<file path="src/rtl/core/albf_pkg.sv">
// Shared constants, widths and enum types for the ambient light brightness fader.
// Used by every module under rtl/core; has no dependencies of its own.
`default_nettype none

package albf_pkg;

  localparam int LVL_W     = 7;
  localparam int LIGHT_W   = 16;
  localparam int MANUAL_W  = 8;
  localparam int STEP_W    = 8;

  // Serial arithmetic widths: light x range or |diff| x step, then / threshold or steps
  localparam int MUL_A_W   = LIGHT_W;
  localparam int MUL_B_W   = STEP_W;
  localparam int PROD_W    = MUL_A_W + MUL_B_W;
  localparam int DIVISOR_W = LIGHT_W;

  localparam int IN_DATA_W  = 32;
  localparam int IN_USER_W  = 2;
  localparam int OUT_DATA_W = 16;
  localparam int OUT_USER_W = 1;
  localparam int CFG_IDX_W  = 2;
  localparam int CFG_DATA_W = 16;

  localparam logic [LVL_W-1:0]    LEVEL_CEIL   = 7'd100;
  localparam logic [LVL_W-1:0]    LEVEL_FLOOR  = 7'd10;
  localparam logic [LVL_W-1:0]    RESET_LEVEL  = 7'd20;
  localparam logic [LVL_W-1:0]    RESET_MANUAL = 7'd65;
  localparam logic [LIGHT_W-1:0]  RESET_THR    = 16'd100;
  localparam logic [STEP_W-1:0]   RESET_STEPS  = 8'd10;

  typedef enum logic [1:0] {
    OP_SAMPLE = 2'd0,
    OP_TICK   = 2'd1,
    OP_MANUAL = 2'd2,
    OP_AUTO   = 2'd3
  } op_t;

  typedef enum logic [1:0] {
    CFG_MIN   = 2'd0,
    CFG_MAX   = 2'd1,
    CFG_THR   = 2'd2,
    CFG_STEPS = 2'd3
  } cfg_idx_t;

  typedef enum logic [1:0] {
    ST_IDLE = 2'd0,
    ST_MUL  = 2'd1,
    ST_DIV  = 2'd2,
    ST_DONE = 2'd3
  } state_t;

endpackage

`default_nettype wire

</file>
<file path="src/rtl/core/albf_mul.sv">
// Bit-serial shift-and-add multiplier, one multiplier bit per cycle.
// Depends on albf_pkg for default widths.
`default_nettype none

module albf_mul #(
  parameter int AW = albf_pkg::MUL_A_W,
  parameter int BW = albf_pkg::MUL_B_W
) (
  input  wire logic             clk,
  input  wire logic             rst_n,
  input  wire logic             start,
  input  wire logic [AW-1:0]    a,
  input  wire logic [BW-1:0]    b,
  output logic                  done,
  output logic [AW+BW-1:0]      product
);
  import albf_pkg::*;

  localparam int PW = AW + BW;
  localparam int CW = $clog2(BW + 1);

  logic [PW-1:0] acc_r, acc_nxt;
  logic [PW-1:0] mcand_r, mcand_nxt;
  logic [BW-1:0] mplier_r, mplier_nxt;
  logic [CW-1:0] cnt_r, cnt_nxt;
  logic          busy_r, busy_nxt;
  logic          done_r, done_nxt;

  always_comb begin
    acc_nxt    = acc_r;
    mcand_nxt  = mcand_r;
    mplier_nxt = mplier_r;
    cnt_nxt    = cnt_r;
    busy_nxt   = busy_r;
    done_nxt   = 1'b0;
    if (start) begin
      acc_nxt    = '0;
      mcand_nxt  = PW'(a);
      mplier_nxt = b;
      cnt_nxt    = CW'(BW);
      busy_nxt   = 1'b1;
    end else if (busy_r) begin
      // add the shifted multiplicand when the current multiplier bit is set
      if (mplier_r[0]) begin
        acc_nxt = acc_r + mcand_r;
      end
      mcand_nxt  = {mcand_r[PW-2:0], 1'b0};
      mplier_nxt = {1'b0, mplier_r[BW-1:1]};
      cnt_nxt    = cnt_r - CW'(1);
      if (cnt_r == CW'(1)) begin
        busy_nxt = 1'b0;
        done_nxt = 1'b1;
      end
    end
  end

  always_ff @(posedge clk) begin
    acc_r    <= acc_nxt;
    mcand_r  <= mcand_nxt;
    mplier_r <= mplier_nxt;
    cnt_r    <= cnt_nxt;
    if (!rst_n) begin
      busy_r <= 1'b0;
      done_r <= 1'b0;
    end else begin
      busy_r <= busy_nxt;
      done_r <= done_nxt;
    end
  end

  assign done    = done_r;
  assign product = acc_r;

endmodule

`default_nettype wire

</file>
<file path="src/rtl/core/albf_div.sv">
// Restoring bit-serial divider, one quotient bit per cycle.
// Depends on albf_pkg for default widths; divisor must be nonzero.
`default_nettype none

module albf_div #(
  parameter int NW = albf_pkg::PROD_W,
  parameter int DW = albf_pkg::DIVISOR_W
) (
  input  wire logic          clk,
  input  wire logic          rst_n,
  input  wire logic          start,
  input  wire logic [NW-1:0] dividend,
  input  wire logic [DW-1:0] divisor,
  output logic               done,
  output logic [NW-1:0]      quotient
);
  import albf_pkg::*;

  localparam int CW = $clog2(NW + 1);

  logic [NW-1:0] quo_r, quo_nxt;
  logic [DW-1:0] rem_r, rem_nxt;
  logic [DW-1:0] dvs_r, dvs_nxt;
  logic [CW-1:0] cnt_r, cnt_nxt;
  logic          busy_r, busy_nxt;
  logic          done_r, done_nxt;
  logic [DW:0]   rem_sh;
  logic [DW+1:0] trial;
  logic          fits;

  // shift the next dividend bit into the partial remainder and try a subtract
  assign rem_sh = {rem_r, quo_r[NW-1]};
  assign trial  = {1'b0, rem_sh} - {2'b00, dvs_r};
  assign fits   = ~trial[DW+1];

  always_comb begin
    quo_nxt  = quo_r;
    rem_nxt  = rem_r;
    dvs_nxt  = dvs_r;
    cnt_nxt  = cnt_r;
    busy_nxt = busy_r;
    done_nxt = 1'b0;
    if (start) begin
      quo_nxt  = dividend;
      rem_nxt  = '0;
      dvs_nxt  = divisor;
      cnt_nxt  = CW'(NW);
      busy_nxt = 1'b1;
    end else if (busy_r) begin
      rem_nxt = fits ? trial[DW-1:0] : rem_sh[DW-1:0];
      quo_nxt = {quo_r[NW-2:0], fits};
      cnt_nxt = cnt_r - CW'(1);
      if (cnt_r == CW'(1)) begin
        busy_nxt = 1'b0;
        done_nxt = 1'b1;
      end
    end
  end

  always_ff @(posedge clk) begin
    quo_r <= quo_nxt;
    rem_r <= rem_nxt;
    dvs_r <= dvs_nxt;
    cnt_r <= cnt_nxt;
    if (!rst_n) begin
      busy_r <= 1'b0;
      done_r <= 1'b0;
    end else begin
      busy_r <= busy_nxt;
      done_r <= done_nxt;
    end
  end

  assign done     = done_r;
  assign quotient = quo_r;

endmodule

`default_nettype wire

</file>
<file path="src/rtl/core/ambient_light_brightness_fader_unit.sv">
// Ambient light brightness fader: event decode, fade state and result register.
// Depends on albf_pkg, albf_mul and albf_div.
//
// One event is taken at a time and gives exactly one result. A light sample in
// auto mode below the threshold, and a fade tick while a fade is open, run
// through the serial multiplier and then the serial divider before the result
// is written. Every other event skips both units and goes straight to the
// result state. The next event is taken as soon as the previous one has been
// moved into the output register, which holds it until the consumer takes it.
// Configuration writes are taken in any cycle and must only be issued while no
// event is in flight.
`default_nettype none

module ambient_light_brightness_fader_unit (
  input  wire logic                             clk,
  input  wire logic                             rst_n,
  // config write channel
  input  wire logic                             cfg_valid,
  output logic                                  cfg_ready,
  input  wire logic [albf_pkg::CFG_IDX_W-1:0]   cfg_index,
  input  wire logic [albf_pkg::CFG_DATA_W-1:0]  cfg_data,
  // event input
  input  wire logic                             in_tvalid,
  output logic                                  in_tready,
  // [15:0] light_count, [23:16] manual_value, [24] auto_enable, [31:25] zero
  input  wire logic [albf_pkg::IN_DATA_W-1:0]   in_tdata,
  // [1:0] opcode
  input  wire logic [albf_pkg::IN_USER_W-1:0]   in_tuser,
  // result output
  output logic                                  out_tvalid,
  input  wire logic                             out_tready,
  // [6:0] drive_level, [13:7] settled_level, [14] auto_on, [15] zero
  output logic [albf_pkg::OUT_DATA_W-1:0]       out_tdata,
  // [0] drive_update
  output logic [albf_pkg::OUT_USER_W-1:0]       out_tuser
);
  import albf_pkg::*;

  // configuration registers
  logic [LVL_W-1:0]   min_r, max_r;
  logic [LIGHT_W-1:0] thr_r;
  logic [STEP_W-1:0]  fade_r;

  // fade state
  logic [LVL_W-1:0]   start_r, start_nxt;
  logic [LVL_W-1:0]   target_r, target_nxt;
  logic [STEP_W-1:0]  step_r, step_nxt;
  logic [STEP_W-1:0]  total_r, total_nxt;
  logic               auto_r, auto_nxt;
  logic [LVL_W-1:0]   manual_lvl_r, manual_lvl_nxt;

  // latched event
  op_t                op_r;
  logic               hit_r;
  logic [MANUAL_W-1:0] manual_r;
  logic               enable_r;
  logic [LVL_W-1:0]   quo_r;

  state_t             state_r, state_nxt;

  logic               out_valid_r, out_valid_nxt;
  logic [OUT_DATA_W-1:0] out_data_r;
  logic [OUT_USER_W-1:0] out_user_r;

  // event decode
  op_t                in_op;
  logic [LIGHT_W-1:0] in_light;
  logic [MANUAL_W-1:0] in_manual;
  logic               in_enable;
  logic               accept;
  logic               thr_hit;
  logic [LVL_W-1:0]   range;
  logic [LVL_W-1:0]   diff_mag;
  logic [STEP_W-1:0]  step_inc;
  logic [STEP_W-1:0]  total_div;
  logic               needs_mul;
  logic               commit;

  // arithmetic units
  logic               mul_start, mul_done;
  logic [MUL_A_W-1:0] mul_a;
  logic [MUL_B_W-1:0] mul_b;
  logic [PROD_W-1:0]  product;
  logic               div_done;
  logic [DIVISOR_W-1:0] divisor;
  logic [PROD_W-1:0]  quotient;

  // commit datapath
  logic [LVL_W-1:0]   lvl_map;
  logic [STEP_W-1:0]  fade_total;
  logic [STEP_W-1:0]  change;
  logic [STEP_W-1:0]  lvl_tick;
  logic [LVL_W-1:0]   manual_clamp;
  logic [LVL_W-1:0]   drive;
  logic               update;

  assign in_op     = op_t'(in_tuser);
  assign in_light  = in_tdata[LIGHT_W-1:0];
  assign in_manual = in_tdata[LIGHT_W+MANUAL_W-1:LIGHT_W];
  assign in_enable = in_tdata[LIGHT_W+MANUAL_W];
  assign accept    = in_tvalid && in_tready;

  assign thr_hit   = in_light >= thr_r;
  assign range     = (max_r > min_r) ? (max_r - min_r) : '0;
  assign diff_mag  = (target_r >= start_r) ? (target_r - start_r) : (start_r - target_r);
  assign step_inc  = step_r + STEP_W'(1);
  assign total_div = (total_r == '0) ? STEP_W'(1) : total_r;
  assign needs_mul = ((in_op == OP_SAMPLE) && auto_r && !thr_hit) ||
                     ((in_op == OP_TICK) && (start_r != target_r));

  assign mul_a = (in_op == OP_SAMPLE) ? in_light : MUL_A_W'(diff_mag);
  assign mul_b = (in_op == OP_SAMPLE) ? MUL_B_W'(range) : step_inc;
  assign divisor = (op_r == OP_SAMPLE) ? thr_r : DIVISOR_W'(total_div);

  albf_mul #(
    .AW (MUL_A_W),
    .BW (MUL_B_W)
  ) u_mul (
    .clk     (clk),
    .rst_n   (rst_n),
    .start   (mul_start),
    .a       (mul_a),
    .b       (mul_b),
    .done    (mul_done),
    .product (product)
  );

  albf_div #(
    .NW (PROD_W),
    .DW (DIVISOR_W)
  ) u_div (
    .clk      (clk),
    .rst_n    (rst_n),
    .start    (mul_done),
    .dividend (product),
    .divisor  (divisor),
    .done     (div_done),
    .quotient (quotient)
  );

  // next state
  always_comb begin
    state_nxt = state_r;
    unique case (state_r)
      ST_IDLE: begin
        if (accept) begin
          state_nxt = needs_mul ? ST_MUL : ST_DONE;
        end
      end
      ST_MUL: begin
        if (mul_done) begin
          state_nxt = ST_DIV;
        end
      end
      ST_DIV: begin
        if (div_done) begin
          state_nxt = ST_DONE;
        end
      end
      ST_DONE: begin
        if (!out_valid_r || out_tready) begin
          state_nxt = ST_IDLE;
        end
      end
      default: state_nxt = ST_IDLE;
    endcase
  end

  // state outputs
  always_comb begin
    in_tready = 1'b0;
    mul_start = 1'b0;
    commit    = 1'b0;
    unique case (state_r)
      ST_IDLE: begin
        in_tready = 1'b1;
        mul_start = in_tvalid && needs_mul;
      end
      ST_MUL: ;
      ST_DIV: ;
      ST_DONE: commit = !out_valid_r || out_tready;
      default: ;
    endcase
  end

  assign lvl_map      = hit_r ? max_r : (min_r + quo_r);
  assign fade_total   = (fade_r == '0) ? STEP_W'(1) : fade_r;
  // truncating signed division: negate the magnitude quotient for a downward fade
  assign change       = (target_r < start_r) ? (STEP_W'(0) - STEP_W'(quo_r)) : STEP_W'(quo_r);
  assign lvl_tick     = STEP_W'(start_r) + change;
  assign manual_clamp = (manual_r > MANUAL_W'(LEVEL_CEIL))  ? LEVEL_CEIL  :
                        (manual_r < MANUAL_W'(LEVEL_FLOOR)) ? LEVEL_FLOOR :
                        manual_r[LVL_W-1:0];

  // event effect on fade state
  always_comb begin
    start_nxt      = start_r;
    target_nxt     = target_r;
    step_nxt       = step_r;
    total_nxt      = total_r;
    auto_nxt       = auto_r;
    manual_lvl_nxt = manual_lvl_r;
    drive          = '0;
    update         = 1'b0;
    case (op_r)
      OP_SAMPLE: begin
        if (auto_r && (lvl_map != target_r)) begin
          target_nxt = lvl_map;
          step_nxt   = '0;
          total_nxt  = fade_total;
        end
      end
      OP_TICK: begin
        if (start_r != target_r) begin
          step_nxt = step_inc;
          drive    = lvl_tick[LVL_W-1:0];
          update   = 1'b1;
          if ((step_inc >= total_r) || (lvl_tick == STEP_W'(target_r))) begin
            start_nxt = target_r;
          end
        end
      end
      OP_MANUAL: begin
        manual_lvl_nxt = manual_clamp;
        if (!auto_r) begin
          target_nxt = manual_clamp;
          step_nxt   = '0;
        end
      end
      OP_AUTO: begin
        auto_nxt = enable_r;
        if (!enable_r) begin
          target_nxt = manual_lvl_r;
          step_nxt   = '0;
        end
      end
      default: ;
    endcase
  end

  assign out_valid_nxt = commit ? 1'b1 : (out_tready ? 1'b0 : out_valid_r);

  always_ff @(posedge clk) begin
    if (accept) begin
      op_r     <= in_op;
      hit_r    <= thr_hit;
      manual_r <= in_manual;
      enable_r <= in_enable;
    end
    if (div_done) begin
      quo_r <= quotient[LVL_W-1:0];
    end
    if (commit) begin
      out_data_r <= {1'b0, auto_nxt, start_nxt, drive};
      out_user_r <= update;
    end
  end

  always_ff @(posedge clk) begin
    if (!rst_n) begin
      state_r      <= ST_IDLE;
      out_valid_r  <= 1'b0;
      min_r        <= RESET_LEVEL;
      max_r        <= LEVEL_CEIL;
      thr_r        <= RESET_THR;
      fade_r       <= RESET_STEPS;
      start_r      <= RESET_LEVEL;
      target_r     <= RESET_LEVEL;
      step_r       <= '0;
      total_r      <= RESET_STEPS;
      auto_r       <= 1'b1;
      manual_lvl_r <= RESET_MANUAL;
    end else begin
      state_r     <= state_nxt;
      out_valid_r <= out_valid_nxt;
      if (cfg_valid) begin
        unique case (cfg_idx_t'(cfg_index))
          CFG_MIN:   min_r  <= cfg_data[LVL_W-1:0];
          CFG_MAX:   max_r  <= cfg_data[LVL_W-1:0];
          CFG_THR:   thr_r  <= cfg_data[LIGHT_W-1:0];
          CFG_STEPS: fade_r <= cfg_data[STEP_W-1:0];
          default: ;
        endcase
      end
      if (commit) begin
        start_r      <= start_nxt;
        target_r     <= target_nxt;
        step_r       <= step_nxt;
        total_r      <= total_nxt;
        auto_r       <= auto_nxt;
        manual_lvl_r <= manual_lvl_nxt;
      end
    end
  end

  assign cfg_ready  = 1'b1;
  assign out_tvalid = out_valid_r;
  assign out_tdata  = out_data_r;
  assign out_tuser  = out_user_r;

endmodule

`default_nettype wire

</file>
<file path="config.mk">
export PLATFORM = sky130hd
export DESIGN_NAME = ambient_light_brightness_fader_unit
export DESIGN_NICKNAME = d
export VERILOG_FILES = /design/src/rtl/core/albf_pkg.sv /design/src/rtl/core/albf_mul.sv /design/src/rtl/core/albf_div.sv /design/src/rtl/core/ambient_light_brightness_fader_unit.sv
export SDC_FILE = /design/constraint.sdc
export NUM_CORES = 1
export LEC_CHECK = 0
export BUFFER_PORTS_ARGS = -buffer_cell sky130_fd_sc_hd__buf_4
export CAP_MARGIN = 20
export CORE_UTILIZATION = 25
export CTS_CLUSTER_SIZE = 28
export DETAILED_ROUTE_END_ITERATION = 10
export GPL_ROUTABILITY_DRIVEN = 0
export MAX_ROUTING_LAYER = met4
export PLACE_DENSITY_LB_ADDON = 0.1
export SYNTH_ARGS = -nofsm -noshare
export SYNTH_HDL_FRONTEND = slang
export SYNTH_SLANG_ARGS = --single-unit
</file>
<file path="constraint.sdc">
create_clock -name clk -period 11.88 [get_ports clk]
set_input_delay 1.782 -clock clk [delete_from_list [all_inputs] [get_ports clk]]
set_output_delay 1.782 -clock clk [all_outputs]
set_load 0.1 [all_outputs]
</file>
==> results.sh, run 1 <==
export IMPL_cp_max_fo=8
export IMPL_worstMarginPinSlew_ns=0.975
export IMPL_dr_pass1_iters=5
export IMPL_max_freq_ghz=0.203
export IMPL_min_period_ns=4.94
export IMPL_fp_coreArea_mm2=0.0564
export IMPL_ff2ff_path_depth=16
export IMPL_routed_wl_um=42400
export IMPL_htreeDepth=1
export IMPL_rrSetupSlack_ns=6.94
export IMPL_post_place_ws_ns=6.51
export IMPL_cts_made_buffers=29
export IMPL_final_setup_tns_ns=0
export IMPL_grt_pass1_wl_um=65000
export IMPL_port_buffers=67
export IMPL_critPathArrivalTime_ns=5.32
export IMPL_grt_antenna_before_repair=0
export IMPL_viasPerCell=4.70
export IMPL_status="finished clean"
export IMPL_power_leakage_nw=6.46
export IMPL_track_usage_pct=15.0
export IMPL_cts_setup_buffers=0
export IMPL_place_hpwl_um=31300
export IMPL_vias=11300
export IMPL_path_class="flop to flop"
export IMPL_endpoint="out_tdata[12]"
export IMPL_ir_worst_vdd_mv=0.108
export IMPL_crit_required_ns=12.27
export IMPL_cts_root_buf="clkbuf_16"
export IMPL_first_iter_violations=635
export IMPL_die_h_um=241
export IMPL_rsz0062_at_grt="no"
export IMPL_yosysUniqueCellTypes=82
export IMPL_clock_latency_ns=0.58
export IMPL_r2r_end="out_tdata[12]"
export IMPL_cts_tree="done"
export IMPL_multi_input_area_mm2=0.00782
export IMPL_grt_max_degree=60
export IMPL_seq_area_frac_synth_pct=40.5
export IMPL_startpoint="start_r[1]"
export IMPL_fin_crit_sh_pct=41.5
export IMPL_ctsHoldBuffers=0
export IMPL_post_cts_resized=0
export IMPL_detail_route_antenna_nets=0
export IMPL_grt_pass1_vias=10900
export IMPL_synth_edf_count=99
export IMPL_hold_viol=0
export IMPL_die_x_um=241
export IMPL_grt_overflow_total=0
export IMPL_ys_ff_latch=239
export IMPL_synth_nets=1751
export IMPL_layout_drive_gt1_share_pct=11.1
export IMPL_placementRows=87
export IMPL_cp_end_kind="flop"
export IMPL_initial_core_util_pct=25.3
export IMPL_power_density_mw_per_mm2=167
export IMPL_ys_flop_type="dfxtp_1"
export IMPL_fillers=6068
export IMPL_yosysWarnings=0
export IMPL_syn_inst=1581
export IMPL_die_area_mm2=0.0580
export IMPL_clk_pin_slew_ns=0.06
export IMPL_syn_cell_area_mm2=0.0143
export IMPL_skew_ns=0.0138
export IMPL_area_growth_pct=14.9
export IMPL_antennaDiodeCount=0
export IMPL_regArea_mm2=0.00578
export IMPL_fin_nets=1800
export IMPL_cts_sinks=239
export IMPL_setup_ws_ns=6.94
export IMPL_slew_headroom_pct=34.9
export IMPL_hp_class="flop to flop"
export IMPL_cts_buffer_depth=3
export IMPL_drc=0
export IMPL_slew_violations=0
export IMPL_setup_viol=0
export IMPL_synthArstFlopShare_pct=0
export IMPL_worst_setup_path_start_kind="flop"
export IMPL_r2r_start="start_r[1]"
export IMPL_timing_max_cap_violations=0
export IMPL_ios=77
export IMPL_routedWlPerCell_um=17.6
export IMPL_syn_avg_cell_area_um2=9.02
==> Yosys cell counts (8+ instances only) <==
| library cell | n | area share [%] |
|---|---|---|
| a211o_1 | 8 | 0.49 |
| nand3_1 | 51 | 1.8 |
| o21ai_0 | 60 | 2.1 |
| nor2b_1 | 13 | 0.57 |
| a21o_1 | 16 | 0.84 |
| o211ai_1 | 19 | 1.0 |
| nor4_1 | 12 | 0.53 |
| xnor2_1 | 38 | 2.3 |
| xor2_1 | 22 | 1.4 |
| nand2b_1 | 24 | 1.1 |
| a31oi_1 | 9 | 0.39 |
| mux2_2 | 30 | 2.4 |
| clkbuf_1 | 46 | 1.2 |
| a211oi_1 | 34 | 1.8 |
| buf_2 | 8 | 0.28 |
| mux2i_1 | 47 | 3.3 |
| a21oi_1 | 119 | 4.2 |
| nor3b_1 | 12 | 0.63 |
| edfxtp_1 | 99 | 21 |
| nand2_1 | 203 | 5.3 |
| dfxtp_1 | 140 | 20 |
| or3_1 | 11 | 0.48 |
| o21a_1 | 21 | 1.1 |
| and3_1 | 16 | 0.70 |
| nor3_1 | 31 | 1.1 |
| ha_1 | 106 | 9.3 |
| inv_1 | 102 | 2.7 |
| and2_1 | 8 | 0.35 |
| nor2_1 | 141 | 3.7 |
==> state kept, by name (all words and copies together), names as in the netlist, 15 cells and up <==
| register | flops |
|---|---|
| u_mul.product | 24 |
| u_div.rem_r | 16 |
| u_mul.mcand_r | 24 |
| out_tdata | 15 |
| thr_r | 16 |
| u_div.quotient | 24 |
| u_div.dvs_r | 16 |
==> critical path, cell delays in order, from the launching register on <==
cell	delay, ns
dfxtp_1	0.46
inv_1	0.20
ha_1	0.36
nand2b_1	0.06
a211oi_1	0.41
o21ai_1	0.30
o21ai_0	0.33
inv_1	0.10
fa_1	0.56
xor2_1	0.21
nand3_1	0.10
a211oi_1	0.18
nand3_1	0.10
nor4_1	0.33
o2111ai_1	0.27
nand2_1	0.45
mux2i_1	0.34
==> final cells by class <==
type                       count  area share [%]
multi-input combinational   1173            47.7
sequential                   239            35.2
tap                          756            5.77
clock buffer                  39            4.66
timing repair buffer          83            3.80
inverter                     104            2.38
clock inverter                15           0.450
==> worst min-delay path by stage <==
stage | startpoint | end | slack [ns] | cells after the start
after global placement | u_div.quotient[5] | quo_r[5] | 0.43 | 0
after global routing | thr_r[12] | thr_r[12] | 0.47 | 2
after floorplan | u_div.quotient[0] | quo_r[0] | 0.42 | 0
final | u_div.quotient[5] | quo_r[5] | 0.45 | 0
after CTS | u_div.quotient[5] | quo_r[5] | 0.46 | 0
after detailed placement | u_div.quotient[5] | quo_r[5] | 0.44 | 0
==> kinds of logic after synthesis <==
| group | after synthesis | share of synthesized area (%) |
|---|---|---|
| xor+xnor | 61 | 3.80 |
| buf+inv | 169 | 4.76 |
| mux | 78 | 5.77 |
| other cells | 2 | 0.0527 |
| flops | 239 | 40.5 |
| compound gates | 360 | 16.6 |
| fa+ha+maj | 113 | 10.3 |
| simple gates | 559 | 18.2 |
==> power by group <==
| group | internal (W) | leakage (nW) | switching, W |
|---|---|---|---|
| logic | 0.000337 | 4.02 | 0.000541 |
| clock network | 0.000448 | 0.411 | 0.000362 |
| registers | 0.000964 | 2.03 | 0.0000821 |
| total | 0.00175 | 6.46 | 0.000985 |
==> layer usage <==
| layer | vias up | GRT usage [%] | routed length (um) |
|---|---|---|---|
| li1 | 5734 | - | - |
| met1 | 5367 | 19.2 | 19900 |
| met2 | 177 | 25.2 | 20300 |
| met3 | 43 | 2.08 | 1370 |
| met4 | 0 | 2.84 | 745 |
| met5 | - | - | 0 |
==> stage by stage <==
step	hold slack [ns]	utilization, %	power [W]	area [um^2]	cells
floorplan	0.422	-	0.00172	14300	1581
global placement	0.434	27.6	0.00194	15600	2355
detailed placement	0.440	27.6	0.00195	15600	2355
CTS	0.455	29.1	0.00278	16400	2409
global route	0.471	29.1	0.00292	16400	2409
finish	0.453	29.1	0.00273	16400	2409
==> placed cells by master, fill, tap and decap left out, drive strengths merged, types with 7 or more instances in the layout <==
cell,count
a21oi,120
o31a,7
a221oi,7
xor2,22
inv,105
o21ai,66
nand2,204
buf,83
nor3,32
mux2,31
nor2,141
clkinv,13
a211oi,35
nand3b,7
fa,7
and3,16
a211o,8
and2,8
nor2b,13
or2,8
or3,12
edfxtp,99
mux2i,47
dfxtp,140
ha,106
a21o,16
o211ai,19
clkbuf,39
o21a,21
a31oi,10
nand2b,24
nor4,12
nand3,51
xnor2,39
nor3b,12
(Power assumes the default switching activity.)
==> run 2, diff against run 1 <==
- clock period: 11.88 -> 4.8 ns (I/O delays scaled with it)
==> results.sh, run 2 (synthesis gave the netlist of run 1 again) <==
export IMPL_p_clk_share_pct=32.3
export IMPL_detail_route_antenna_nets=0
export IMPL_post_place_ws_ns=0.0863
export IMPL_area_growth_pct=16.9
export IMPL_setup_viol=0
export IMPL_cp_slowest_cell="fa_1"
export IMPL_worstMarginPinSlew_ns=1.02
export IMPL_power_leakage_nw=6.60
export IMPL_first_iter_violations=513
export IMPL_fillers=6079
export IMPL_ios=77
export IMPL_track_usage_pct=15.7
export IMPL_finalInstanceArea_mm2=0.0167
export IMPL_grt_pass1_wl_um=67800
export IMPL_max_stage_delay_ns=0.55
export IMPL_ir_worst_vdd_mv=0.255
export IMPL_layout_drive_gt1_share_pct=12.7
export IMPL_viasPerCell=4.70
export IMPL_r2r_start="target_r[0]"
export IMPL_cts_sinks=239
export IMPL_initial_core_util_pct=25.3
export IMPL_hold_viol=0
export IMPL_postPlaceCellArea_mm2=0.0157
export IMPL_finalPower_w=0.00709
export IMPL_routed_wl_um=43900
export IMPL_rsz0062_at_grt="no"
export IMPL_cts_tree="done"
export IMPL_ctsHoldBuffers=0
export IMPL_cts_made_buffers=30
export IMPL_r2r_end="out_tdata[10]"
export IMPL_max_freq_ghz=0.228
export IMPL_routedWlPerCell_um=18.1
export IMPL_drc=0
export IMPL_hold_path_startpoint="in_tdata[18]"
export IMPL_die_area_mm2=0.0580
export IMPL_final_setup_tns_ns=0
export IMPL_switching_power_w=0.00251
export IMPL_port_buffers=67
export IMPL_crit_chain="inv_1 > ha_1 > nand2b_1 > a211oi_2 > o21ai_2 > o21ai_0 > inv_1 > fa_1 > xor2_1 > nand3_1 > a211oi_1 > nand3_1 > nor4_2 > o2111ai_2 > nand2_2 > buf_4 > mux2i_1"
export IMPL_p_int_w=0.00458
export IMPL_crit_required_ns=5.21
export IMPL_slew_headroom_pct=32.1
export IMPL_fin_crit_sh_pct=91.5
export IMPL_clk_pin_slew_ns=0.06
export IMPL_power_density_mw_per_mm2=425
export IMPL_fin_nets=1815
export IMPL_grt_max_degree=36
export IMPL_htreeDepth=1
export IMPL_timing_max_cap_violations=0
export IMPL_fp_coreArea_mm2=0.0564
export IMPL_ff2ff_path_depth=17
export IMPL_grt_antenna_before_repair=0
export IMPL_cts_buffer_depth=3
export IMPL_skew_ns=0.0114
export IMPL_dr_pass1_iters=5
export IMPL_setup_ws_ns=0.410
export IMPL_vias=11400
export IMPL_final_cell_mix="nand2_1, nor2_1, dfxtp_1"
export IMPL_swShare_pct=35.4
export IMPL_grt_pass1_vias=11300
export IMPL_slew_violations=0
export IMPL_grt_overflow_total=0
export IMPL_cts_root_buf="clkbuf_16"
export IMPL_post_cts_resized=0
export IMPL_cp_end_kind="flop"
export IMPL_clock_latency_ns=0.58
export IMPL_cp_max_fo=8
export IMPL_worst_setup_path_start_kind="flop"
export IMPL_die_h_um=241
export IMPL_place_hpwl_um=32300
export IMPL_rrSetupSlack_ns=0.41
export IMPL_status="finished clean"
export IMPL_p_seq_share_pct=36.3
export IMPL_path_class="flop to flop"
export IMPL_min_period_ns=4.39
export IMPL_whs_endpoint="manual_r[2]"
export IMPL_placementRows=87
export IMPL_critPathArrivalTime_ns=4.80
export IMPL_cts_setup_buffers=0
export IMPL_final_common_cell="nand2_1"
export IMPL_min_path_cells=1
export IMPL_die_x_um=241
export IMPL_p_comb_share_pct=31.4
export IMPL_hp_class="primary input to flop"
[run 2: layout make-up]
type	count	area (um^2)	area share [%]
Timing Repair Buffer	97	728	4.37
Clock buffer	42	857	5.14
Inverter	104	390	2.34
Antenna cell	1	2.50	0.0150
Tap cell	756	946	5.68
Multi-Input combinational cell	1173	7840	47.1
Clock inverter	14	123	0.736
Sequential cell	239	5780	34.7
[run 2: power by group through the flow]
stage	Clock [W]	Sequential, W	Combinational, W
after floorplan	0	0.00265	0.00161
after global placement	0	0.00262	0.00220
after detailed placement	0	0.00262	0.00221
after CTS	0.00238	0.00258	0.00223
after global routing	0.00246	0.00261	0.00250
final	0.00229	0.00257	0.00222
[run 2: worst max-delay path, delay by kind of cell, from the launching register on]
| family | cells | cell delay, ns |
|---|---|---|
| AOI/OAI and AO/OA | 5 | 1.21 |
| xor gates and xnor gates | 1 | 0.20 |
| buffers and inverters | 3 | 0.43 |
| muxes | 1 | 0.23 |
| adders and majority gates | 2 | 0.79 |
| and+or+nand+nor | 5 | 0.95 |
| DFF | 1 | 0.41 |
[run 2: layer usage]
layer  global-route usage, %  vias up  routed length (um)
li1                        -     5753                   -
met1                    20.3     5431               21000
met2                    25.9      155               20800
met3                    1.85       56                1090
met4                    3.70        0                 975
met5                       -        -                   0
[run 2: per-stage QoR]
step | utilization, % | std cells | hold slack, ns
after floorplan | - | 1581 | 0.422
final | 29.6 | 2426 | 0.315
after detailed placement | 27.8 | 2369 | 0.441
after global routing | 29.5 | 2425 | 0.283
after CTS | 29.5 | 2425 | 0.277
after global placement | 27.8 | 2369 | 0.438
[run 2: worst max path at each step]
stage	startpoint	end	slack [ns]
floorplan	start_r[1]	out_tdata[10]	0.80
global placement	start_r[3]	out_tdata[12]	0.15
detailed placement	target_r[0]	out_tdata[10]	0.09
CTS	target_r[0]	out_tdata[10]	0.06
global route	start_r[3]	out_tdata[10]	0.06
finish	target_r[0]	out_tdata[10]	0.41
